<file path="src/rtl/psue_pkg.sv">
`timescale 1ns / 1ps
// psue_pkg: shared types and codes for the png scanline unfilter and expander
// used by psue_front, psue_recon, psue_outq and the top; depends on nothing else

package psue_pkg;

  // input opcodes
  localparam logic [1:0] OP_BYTE  = 2'd0;
  localparam logic [1:0] OP_PAL   = 2'd1;
  localparam logic [1:0] OP_START = 2'd2;

  // configuration register indexes
  localparam logic [1:0] CFG_COLOR_MODE   = 2'd0;
  localparam logic [1:0] CFG_FOUR_BIT     = 2'd1;
  localparam logic [1:0] CFG_IMAGE_WIDTH  = 2'd2;
  localparam logic [1:0] CFG_TRANSPARENCY = 2'd3;

  // colour mode codes
  localparam logic [1:0] CM_PALETTE = 2'd0;
  localparam logic [1:0] CM_RGB     = 2'd1;

  // png filter types
  localparam logic [2:0] FILT_NONE  = 3'd0;
  localparam logic [2:0] FILT_SUB   = 3'd1;
  localparam logic [2:0] FILT_UP    = 3'd2;
  localparam logic [2:0] FILT_AVG   = 3'd3;
  localparam logic [2:0] FILT_PAETH = 3'd4;

  localparam logic [7:0] OPAQUE = 8'hff;

  // result queue
  localparam int Q_DEPTH = 8;
  localparam int Q_AW    = 3;

  typedef enum logic [1:0] {KIND_CLR, KIND_ERR, KIND_PIX, KIND_NIB} psue_kind_t;
  typedef enum logic [1:0] {PIX_PAL, PIX_RGB, PIX_RGBA} psue_pix_t;

  // one item on its way from the front end to the reconstruction stage
  typedef struct packed {
    psue_kind_t  kind;
    logic        clr;     // clear left and upper-left pixels afterwards
    logic [7:0]  data;
    logic [1:0]  lane;
    logic [2:0]  filt;
    logic        use_up;
    logic        last;    // completes a pixel
    psue_pix_t   mode;
    logic [11:0] col0;
    logic [11:0] col1;
    logic        rend0;
    logic        rend1;
    logic        two;     // nibble item with two pixels
  } psue_item_t;

  typedef struct packed {
    logic        status;
    logic [7:0]  red;
    logic [7:0]  green;
    logic [7:0]  blue;
    logic [7:0]  alpha;
    logic [11:0] column;
    logic        row_end;
    logic        last_of_run;
  } psue_res_t;

  typedef struct packed {
    logic      v0;
    logic      v1;
    psue_res_t r0;
    psue_res_t r1;
  } psue_push_t;

endpackage

</file>
<file path="src/rtl/psue_recon.sv">
`timescale 1ns / 1ps
// psue_recon: filter reconstruction against the prior row and pixel expansion
// two stages after the front end; drives the prior-row write and palette reads; uses psue_pkg

module psue_recon #(
  parameter int MAX_WIDTH       = 4096,
  parameter int PALETTE_ENTRIES = 256
) (
  input  logic                               clk,
  input  logic                               rst_n,
  input  logic                               item_v,
  input  psue_pkg::psue_item_t               item,
  input  logic [$clog2(MAX_WIDTH)+1:0]       slot,
  input  logic [7:0]                         prior_rdata,
  input  logic                               transparency,
  output logic                               prior_we,
  output logic [$clog2(MAX_WIDTH)+1:0]       prior_waddr,
  output logic [7:0]                         prior_wdata,
  output logic                               pal_re,
  output logic [$clog2(PALETTE_ENTRIES)-1:0] pal_raddr_a,
  output logic [$clog2(PALETTE_ENTRIES)-1:0] pal_raddr_b,
  input  logic [31:0]                        pal_rdata_a,
  input  logic [31:0]                        pal_rdata_b,
  output psue_pkg::psue_push_t               push,
  output logic [1:0]                         inflight
);

  import psue_pkg::*;

  localparam int SW = $clog2(MAX_WIDTH) + 2;
  localparam int PW = $clog2(PALETTE_ENTRIES);

  // reconstruction stage
  logic           b_v_r;
  psue_item_t     b_item_r;
  logic [SW-1:0]  b_slot_r;
  logic [3:0][7:0] left_r, left_nxt, left_m;
  logic [3:0][7:0] upper_r, upper_nxt, upper_m;

  // result stage
  logic           c_v_r, c_v_nxt;
  psue_item_t     c_item_r;
  logic [31:0]    c_rgba_r;
  logic           c_ok_r, pal_ok;

  logic [7:0]     up, a, c, pred, val;
  logic [8:0]     avg_sum;
  logic signed [9:0] sa, sb, sc, da, db, dc;
  logic [9:0]     pa, pb, pc;
  logic [31:0]    pal_a, pal_b, rgba0;

  always_comb begin
    up      = b_item_r.use_up ? prior_rdata : 8'd0;
    a       = left_r[b_item_r.lane];
    c       = upper_r[b_item_r.lane];
    avg_sum = {1'b0, a} + {1'b0, up};
    sa      = signed'({2'b00, a});
    sb      = signed'({2'b00, up});
    sc      = signed'({2'b00, c});
    // distances of a + b - c to a, b and c
    da      = sb - sc;
    db      = sa - sc;
    dc      = sa + sb - sc - sc;
    pa      = (da < 0) ? unsigned'(-da) : unsigned'(da);
    pb      = (db < 0) ? unsigned'(-db) : unsigned'(db);
    pc      = (dc < 0) ? unsigned'(-dc) : unsigned'(dc);
    case (b_item_r.filt)
      FILT_SUB:   pred = a;
      FILT_UP:    pred = up;
      FILT_AVG:   pred = avg_sum[8:1];
      FILT_PAETH: begin
        if (pa <= pb && pa <= pc) begin
          pred = a;
        end else if (pb <= pc) begin
          pred = up;
        end else begin
          pred = c;
        end
      end
      default:    pred = 8'd0;
    endcase
    val = b_item_r.data + pred;

    left_m  = left_r;
    upper_m = upper_r;
    left_m[b_item_r.lane]  = val;
    upper_m[b_item_r.lane] = up;

    left_nxt  = left_r;
    upper_nxt = upper_r;
    if (b_v_r) begin
      if (b_item_r.clr) begin
        left_nxt  = '0;
        upper_nxt = '0;
      end else if (b_item_r.kind == KIND_PIX) begin
        left_nxt  = left_m;
        upper_nxt = upper_m;
      end
    end
  end

  assign prior_we    = b_v_r && (b_item_r.kind == KIND_PIX);
  assign prior_waddr = b_slot_r;
  assign prior_wdata = val;

  // palette lookups all leave from this stage, so a load behind them reads as later
  assign pal_re      = b_v_r;
  assign pal_raddr_a = (b_item_r.kind == KIND_NIB) ? PW'(b_item_r.data[7:4]) : PW'(left_m[0]);
  assign pal_raddr_b = PW'(b_item_r.data[3:0]);
  assign pal_ok      = (b_item_r.kind == KIND_NIB) || (32'(left_m[0]) < PALETTE_ENTRIES);

  assign c_v_nxt = b_v_r && ((b_item_r.kind == KIND_ERR) || (b_item_r.kind == KIND_NIB) ||
                             ((b_item_r.kind == KIND_PIX) && b_item_r.last));

  always_ff @(posedge clk) begin
    if (!rst_n) begin
      b_v_r   <= 1'b0;
      c_v_r   <= 1'b0;
      left_r  <= '0;
      upper_r <= '0;
    end else begin
      b_v_r   <= item_v;
      c_v_r   <= c_v_nxt;
      left_r  <= left_nxt;
      upper_r <= upper_nxt;
    end
  end

  always_ff @(posedge clk) begin
    b_item_r <= item;
    b_slot_r <= slot;
    c_item_r <= b_item_r;
    c_rgba_r <= left_m;
    c_ok_r   <= pal_ok;
  end

  always_comb begin
    pal_a = c_ok_r ? pal_rdata_a : 32'd0;
    pal_b = pal_rdata_b;
    if (!transparency) begin
      pal_a = {OPAQUE, pal_a[23:0]};
      pal_b = {OPAQUE, pal_b[23:0]};
    end
    case (c_item_r.mode)
      PIX_PAL: rgba0 = pal_a;
      PIX_RGB: rgba0 = {OPAQUE, c_rgba_r[23:0]};
      default: rgba0 = c_rgba_r;
    endcase

    push    = '0;
    push.v0 = c_v_r;
    case (c_item_r.kind)
      KIND_ERR: begin
        push.r0.status      = 1'b1;
        push.r0.last_of_run = 1'b1;
      end
      KIND_PIX: begin
        {push.r0.alpha, push.r0.blue, push.r0.green, push.r0.red} = rgba0;
        push.r0.column      = c_item_r.col0;
        push.r0.row_end     = c_item_r.rend0;
        push.r0.last_of_run = 1'b1;
      end
      KIND_NIB: begin
        {push.r0.alpha, push.r0.blue, push.r0.green, push.r0.red} = pal_a;
        push.r0.column      = c_item_r.col0;
        push.r0.row_end     = c_item_r.rend0;
        push.r0.last_of_run = !c_item_r.two;
        push.v1             = c_v_r && c_item_r.two;
        {push.r1.alpha, push.r1.blue, push.r1.green, push.r1.red} = pal_b;
        push.r1.column      = c_item_r.col1;
        push.r1.row_end     = c_item_r.rend1;
        push.r1.last_of_run = 1'b1;
      end
      default: ;
    endcase
  end

  assign inflight = {1'b0, b_v_r} + {1'b0, c_v_r};

endmodule

</file>
<file path="config.mk">
export PLATFORM = sky130hd
export DESIGN_NAME = psue_recon
export DESIGN_NICKNAME = d
export VERILOG_FILES = /design/src/rtl/psue_pkg.sv /design/src/rtl/psue_recon.sv
export SDC_FILE = /design/constraint.sdc
export NUM_CORES = 1
export LEC_CHECK = 0
export BUFFER_PORTS_ARGS = -buffer_cell sky130_fd_sc_hd__buf_2
export CELL_PAD_IN_SITES_DETAIL_PLACEMENT = 0
export CELL_PAD_IN_SITES_GLOBAL_PLACEMENT = 2
export CORE_UTILIZATION = 32
export CTS_BUF_LIST = sky130_fd_sc_hd__clkbuf_8 sky130_fd_sc_hd__clkbuf_16
export DETAILED_ROUTE_END_ITERATION = 8
export PLACE_DENSITY_LB_ADDON = 0.25
export SYNTH_ARGS = -nofsm -noshare
export SYNTH_HDL_FRONTEND = slang
export SYNTH_SLANG_ARGS = --single-unit
</file>
<file path="constraint.sdc">
create_clock -name clk -period 13.6 [get_ports clk]
set_input_delay 2.72 -clock clk [delete_from_list [all_inputs] [get_ports clk]]
set_output_delay 2.72 -clock clk [all_outputs]
set_load 0.01 [all_outputs]
</file>
Yosys cells after proc, flatten, opt, wreduce, memory -nomap -nowiden
Index checks and enable logic that the tools add are counted.
- add/subtract/negate cells: 11
- multipliers: 0
- divide/modulo/power cells: 0
- magnitude comparators: 8
- equality and inequality tests: 11
- shift operators: 0
- muxes and demuxes: 28
- bitwise operators: 0
- reductions and logical operators: 13
- operators by type and width (operator ; count):
    32-bit 2-to-1 mux ; 6
    45-bit one-hot mux with 2 select lines ; 1
    32-bit bitwise mux ; 2
    32-bit one-hot mux with 2 select lines ; 1
    8-bit 2-to-1 mux ; 7
    46-bit 2-to-1 mux ; 1
    8-bit binary-select mux with 2-bit select ; 2
    8-bit one-hot mux with 4 select lines ; 1
    10-bit <= comparator ; 3
    10-bit 2-to-1 mux ; 3
    9-bit negator with 10-bit output ; 2
    8-bit by 8-bit adder with 9-bit output ; 2
    9-bit by 1-bit < comparator with 1-bit output (second input constant) ; 2
    8-bit by 8-bit subtractor with 9-bit output ; 2
    8-bit demux with 2-bit select ; 1
    10-bit by 1-bit < comparator with 1-bit output (second input constant) ; 1
    10-bit negator ; 1
    10-bit by 9-bit subtractor with 10-bit output ; 1
    9-bit by 8-bit subtractor with 10-bit output ; 1
    8-bit adder ; 1
    2-bit == test (second input constant) ; 4
    2-bit by 1-bit == test with 1-bit output (second input constant) ; 3
    3-bit by 2-bit == test with 1-bit output (second input constant) ; 2
    1-bit logical AND ; 6
    other kinds (13) ; 15
- register bits: 190
- bits in latches: 0
- memory bits (writable): 0
- memory bits (read-only): 0
- bits of input ports: 137
- output and inout bits: 138
- logic and storage cells: 103
- memories kept: 0

Logic depth before layout (Yosys ltp)
- depth after elaboration: 15
- mapped depth: 42
- gate-level depth less buffers: 39

Worst setup path after synthesis
OpenSTA, ideal clock, no wires.
- kind: in2out
- from: in prior_rdata[3]
- to: out pal_raddr_a[7]
- data arrival time: 9.661 ns
- data required time: 10.880 ns
- setup slack: 1.219 ns
- stages: 36
- path buffers: 1
- cells stage by stage: nand2_1 -> fa_1 -> inv_1 -> ha_1 -> and2_4 -> a221o_1 -> or3_4 -> and2_1 -> nor4_1 -> nor3b_1 -> nor2_1 -> xnor2_1 -> ha_1 -> nand3_1 -> nor2_1 -> a221oi_1 -> nor2_1 -> nand4_1 -> nand3_1 -> a211o_1 -> a21o_1 -> buf_6 -> mux2i_1 -> o22ai_1 -> ha_1 -> a21o_1 -> a21oi_1 -> o21bai_1 -> a21oi_1 -> o21bai_1 -> a21oi_1 -> xnor2_1 -> or2_2 -> a311oi_2 -> o31ai_1 -> a21boi_1
- cells in the longest elaborated chain, start to end: 13
- elaborated cells on any way between the ends: 22
- those cells by class: 8 x add/sub; 5 x order compare; 8 x mux; 1 x reduce/logical
- ends and longest elaborated chain (item ; RTL line ; RTL):
    start, declared ; psue_recon.sv:14 ; input logic [7:0] prior_rdata,
    8-bit 2-to-1 mux * ; psue_recon.sv:53 ; up = b_item_r.use_up ? prior_rdata : 8'd0;
    8-bit by 8-bit adder with 9-bit output ; psue_recon.sv:56, psue_recon.sv:63 ;
    9-bit by 8-bit subtractor with 10-bit output ; psue_recon.sv:63 ; dc = sa + sb - sc - sc;
    10-bit by 9-bit subtractor with 10-bit output ; psue_recon.sv:63 ;
    10-bit negator / 10-bit by 1-bit < comparator with 1-bit output (equally long branches) ; psue_recon.sv:66 ; pc = (dc < 0) ? unsigned'(-dc) : unsigned'(dc);
    10-bit 2-to-1 mux ; psue_recon.sv:66 ;
    10-bit <= comparator (on tied branches) ; psue_recon.sv:74, psue_recon.sv:72 ;
    8-bit 2-to-1 mux / 1-bit logical AND (equally long branches) ; psue_recon.sv:74, psue_recon.sv:72 ;
    8-bit 2-to-1 mux ; psue_recon.sv:72 ; if (pa <= pb && pa <= pc) begin
    8-bit one-hot mux with 4 select lines * ; psue_recon.sv:67 ; case (b_item_r.filt)
    8-bit adder * ; psue_recon.sv:82 ; val = b_item_r.data + pred;
    32-bit bitwise mux * ; psue_recon.sv:86 ; left_m[b_item_r.lane] = val;
    8-bit 2-to-1 mux * ; psue_recon.sv:108 ; assign pal_raddr_a = (b_item_r.kind == KIND_NIB) ? PW'(b_item_r.data[7:4]) : PW'(left_m[0]);
    end, declared ; psue_recon.sv:20 ; output logic [$clog2(PALETTE_ENTRIES)-1:0] pal_raddr_a,
Every way passes the cells marked *; elsewhere a longest branch is shown, timed or not.

Worst setup path in the final report
- from: in prior_rdata[4]
- to: out pal_raddr_a[7]
The elaborated chain is that of the path after synthesis.

==> results_dict.tcl <==
set metrics [dict create \
    vdd_drop_max_v 0.000113 \
    clk_pin_slew_ps 70 \
    worst_pin_slew_ps 1130 \
    dpl.hpwl_mm 25.0 \
    hp-class "reg -> reg" \
    cts_tree "yes" \
    nNetsFinal 1647 \
    dp_cells 1843 \
    grt_pass1_wl_mm 50.5 \
    netlist_area_um2 10500 \
    grt_max_degree 71 \
    synth_top_area_share_pct 36.1 \
    crit_slowest_cell "fa_1" \
    die_area_um2 33700 \
    drtAntennaViolNets 0 \
    drive_above_1_share_pct 26.3 \
    slowest_delay_ps 540 \
    maxCapViolations 0 \
    rows 66 \
    worst-setup-path-type "in -> out" \
    cts.htree.levels 4 \
    dr.pass1.iters 5 \
    place_congestion 0.844 \
    start_util_pct 32.5 \
    avgSynthCellArea_um2 8.96 \
    ys_ff_latch 190 \
    setup_viol 0 \
    cts-root-buf "clkbuf_16" \
    cts_buffer_depth 2 \
    met2_usage_pct 31.4 \
    status "complete, no violations" \
    ys_top_cells_by_area "dfxtp_1, ha_1, nor2b_1, a21oi_1, mux4_2" \
    finalMaxSlewViolations 0 \
    gr-total-overflow 0 \
    ys_seq_area_share_pct 36.1 \
    worstPathMaxFanout 10 \
    hold_buffers 0 \
    synth_largest_area_cell "dfxtp_1" \
    synth_enable_flop_cells 0 \
    cellLeakagePower_nw 5.80 \
    rsz0062_at_grt "false" \
    grt_use_met1_pct 26.9 \
    grtUsageTotal_pct 19.7 \
    power_density_nw_per_um2 112 \
    io_pins 275 \
    final_cells 1878 \
    first_iter_violations 497 \
    dieWidth_um 183 \
    maxSlewHeadroom_pct 24.8 \
    yosys_warnings 0 \
    finalHoldViolCount 0 \
    met3_usage_pct 4.81 \
    min_period_over_period_pct 96.2 \
    num_vias 9235 \
    crit_path_end_kind "output pin" \
    cp.required_ps 10880 \
    clock_skew_ps 13.4 \
    die_y_um 183 \
    antenna_found_initial 1 \
    max_freq_mhz 76.5 \
    cp.arrival_ps 10360 \
    cts_sinks 190 \
    diodes 0 \
    min_period_ps 13080 \
    routed_wl_mm 32.7 \
    tns_ps 0 \
    drc 0 \
    grt_pass1_vias 8972 \
    crit_path_start_kind "input port" \
    gr-max-usage-layer "met2" \
    clock_latency_ps 450 \
    routed_via_density 4.92 \
    syn_to_final_growth_pct 23.1 \
    routedWlPerCell_um 17.4 \
    synthArstFlopShare_pct 0 \
    synth_ff_type "dfxtp_1" \
    core_um2 32500 \
    hold_ws_ps 324 \
    port_buffers 269 \
    ys_types 69 \
    synth_cells 1176 \
    cts_made_buffers 17 \
]
-- metal layers --
layer  up-vias  routed length, um
met3        25               1920
met5         -                 16
met2       250              14600
li1       4605                  -
met1      4353              15800
met4         2                337
-- area by class of cell --
cell class / instances / area [um^2]
clock buffer: 18 / 439
fill: 3329 / 19500
tap: 442 / 553
timing repair buffer: 292 / 1520
multi-input combinational: 842 / 6230
clock inverter: 14 / 125
sequential: 190 / 3800
inverter: 80 / 304
-- through the flow --
stage	total power, W	cell area (um^2)	utilization [%]	setup slack, ps
after global routing	0.00153	13000	40.0	98.3
final	0.00145	13000	40.0	522
after global placement	0.000967	12300	37.9	421
after detailed placement	0.000966	12300	37.9	174
after CTS	0.00146	12900	39.7	141
after floorplan	0.000844	10600	-	1220
-- cells by family (layout without fill, tap and decap cells) --
family / Yosys count / after routing / share of synthesized area, %
other cells: 2 / 9 / 0.0713
simple gates: 379 / 379 / 19.5
fa+ha+maj: 87 / 87 / 11.2
xor+xnor: 46 / 46 / 3.82
compound gates: 294 / 294 / 19.1
flops: 190 / 190 / 36.1
buf+inv: 151 / 404 / 5.82
mux: 27 / 27 / 4.45
-- critical path, delay by kind of cell --
family	cells	cell delay [ps]
mux	1	220
simple gates	13	2410
compound gates	14	2920
xor+xnor	2	280
fa+ha+maj	4	1520
buf+inv	3	270
-- Yosys cell counts, drive strengths merged (3+ instances only) --
library cell / instances
nand4: 8
a21o: 24
a211oi: 10
mux2i: 3
o21bai: 7
and2: 45
or4b: 3
a21boi: 9
o21ai: 54
ha: 75
a22oi: 39
mux2: 9
nand3b: 5
xnor2: 33
dfxtp: 190
nor3: 27
nand3: 14
fa: 12
o32ai: 5
buf: 19
or2: 5
clkbuf: 52
nor2b: 80
xor2: 13
o211ai: 5
inv: 80
a211o: 5
nand2: 74
a32o: 8
a22o: 25
or3: 13
nor4: 19
nor2: 53
o21a: 9
and3: 7
o31ai: 5
mux4: 15
a21oi: 70
nand2b: 21
-- placed cells by master (no fill, tap or decap), drive strengths merged, types with 18 or more instances in the layout --
| cell | n |
|---|---|
| a21o | 24 |
| a21oi | 70 |
| a22o | 25 |
| a22oi | 39 |
| and2 | 45 |
| buf | 292 |
| clkbuf | 18 |
| dfxtp | 190 |
| ha | 75 |
| inv | 89 |
| nand2 | 74 |
| nand2b | 21 |
| nor2 | 53 |
| nor2b | 80 |
| nor3 | 27 |
| nor4 | 19 |
| o21ai | 54 |
| xnor2 | 33 |
-- report_power, final --
group	leakage [nW]	total, W	internal [W]	switching, W
logic	3.95	0.000371	0.000155	0.000216
registers	1.57	0.000593	0.000580	0.0000137
clock network	0.283	0.000482	0.000246	0.000237
total	5.80	0.00145	0.000980	0.000466
-- path summary, 6_finish.rpt --
path,start,endpoint,slack [ps],cells after the start
hold reg to reg,b_item_r[27],c_item_r[27],320,0
hold / removal,b_item_r[27],c_item_r[27],320,0
setup / recovery,prior_rdata[4],pal_raddr_a[7],520,37
setup reg to reg,b_item_r[34],c_rgba_r[31],4360,37
-- flip-flops by register name (all words and copies together), names as in the netlist --
| name | count |
|---|---|
| b_item_r | 43 |
| c_rgba_r | 32 |
| upper_r | 32 |
| left_r | 32 |
| pal_re | 1 |
| c_v_r | 1 |
| pal_raddr_b | 4 |
| prior_waddr | 14 |
| c_item_r | 31 |
-- what timing repair did --
item	in CTS	in global routing
buffers inserted	0	3
gates resized for setup	0	14
setup endpoints to repair	0	3
(Power assumes the default switching activity.)
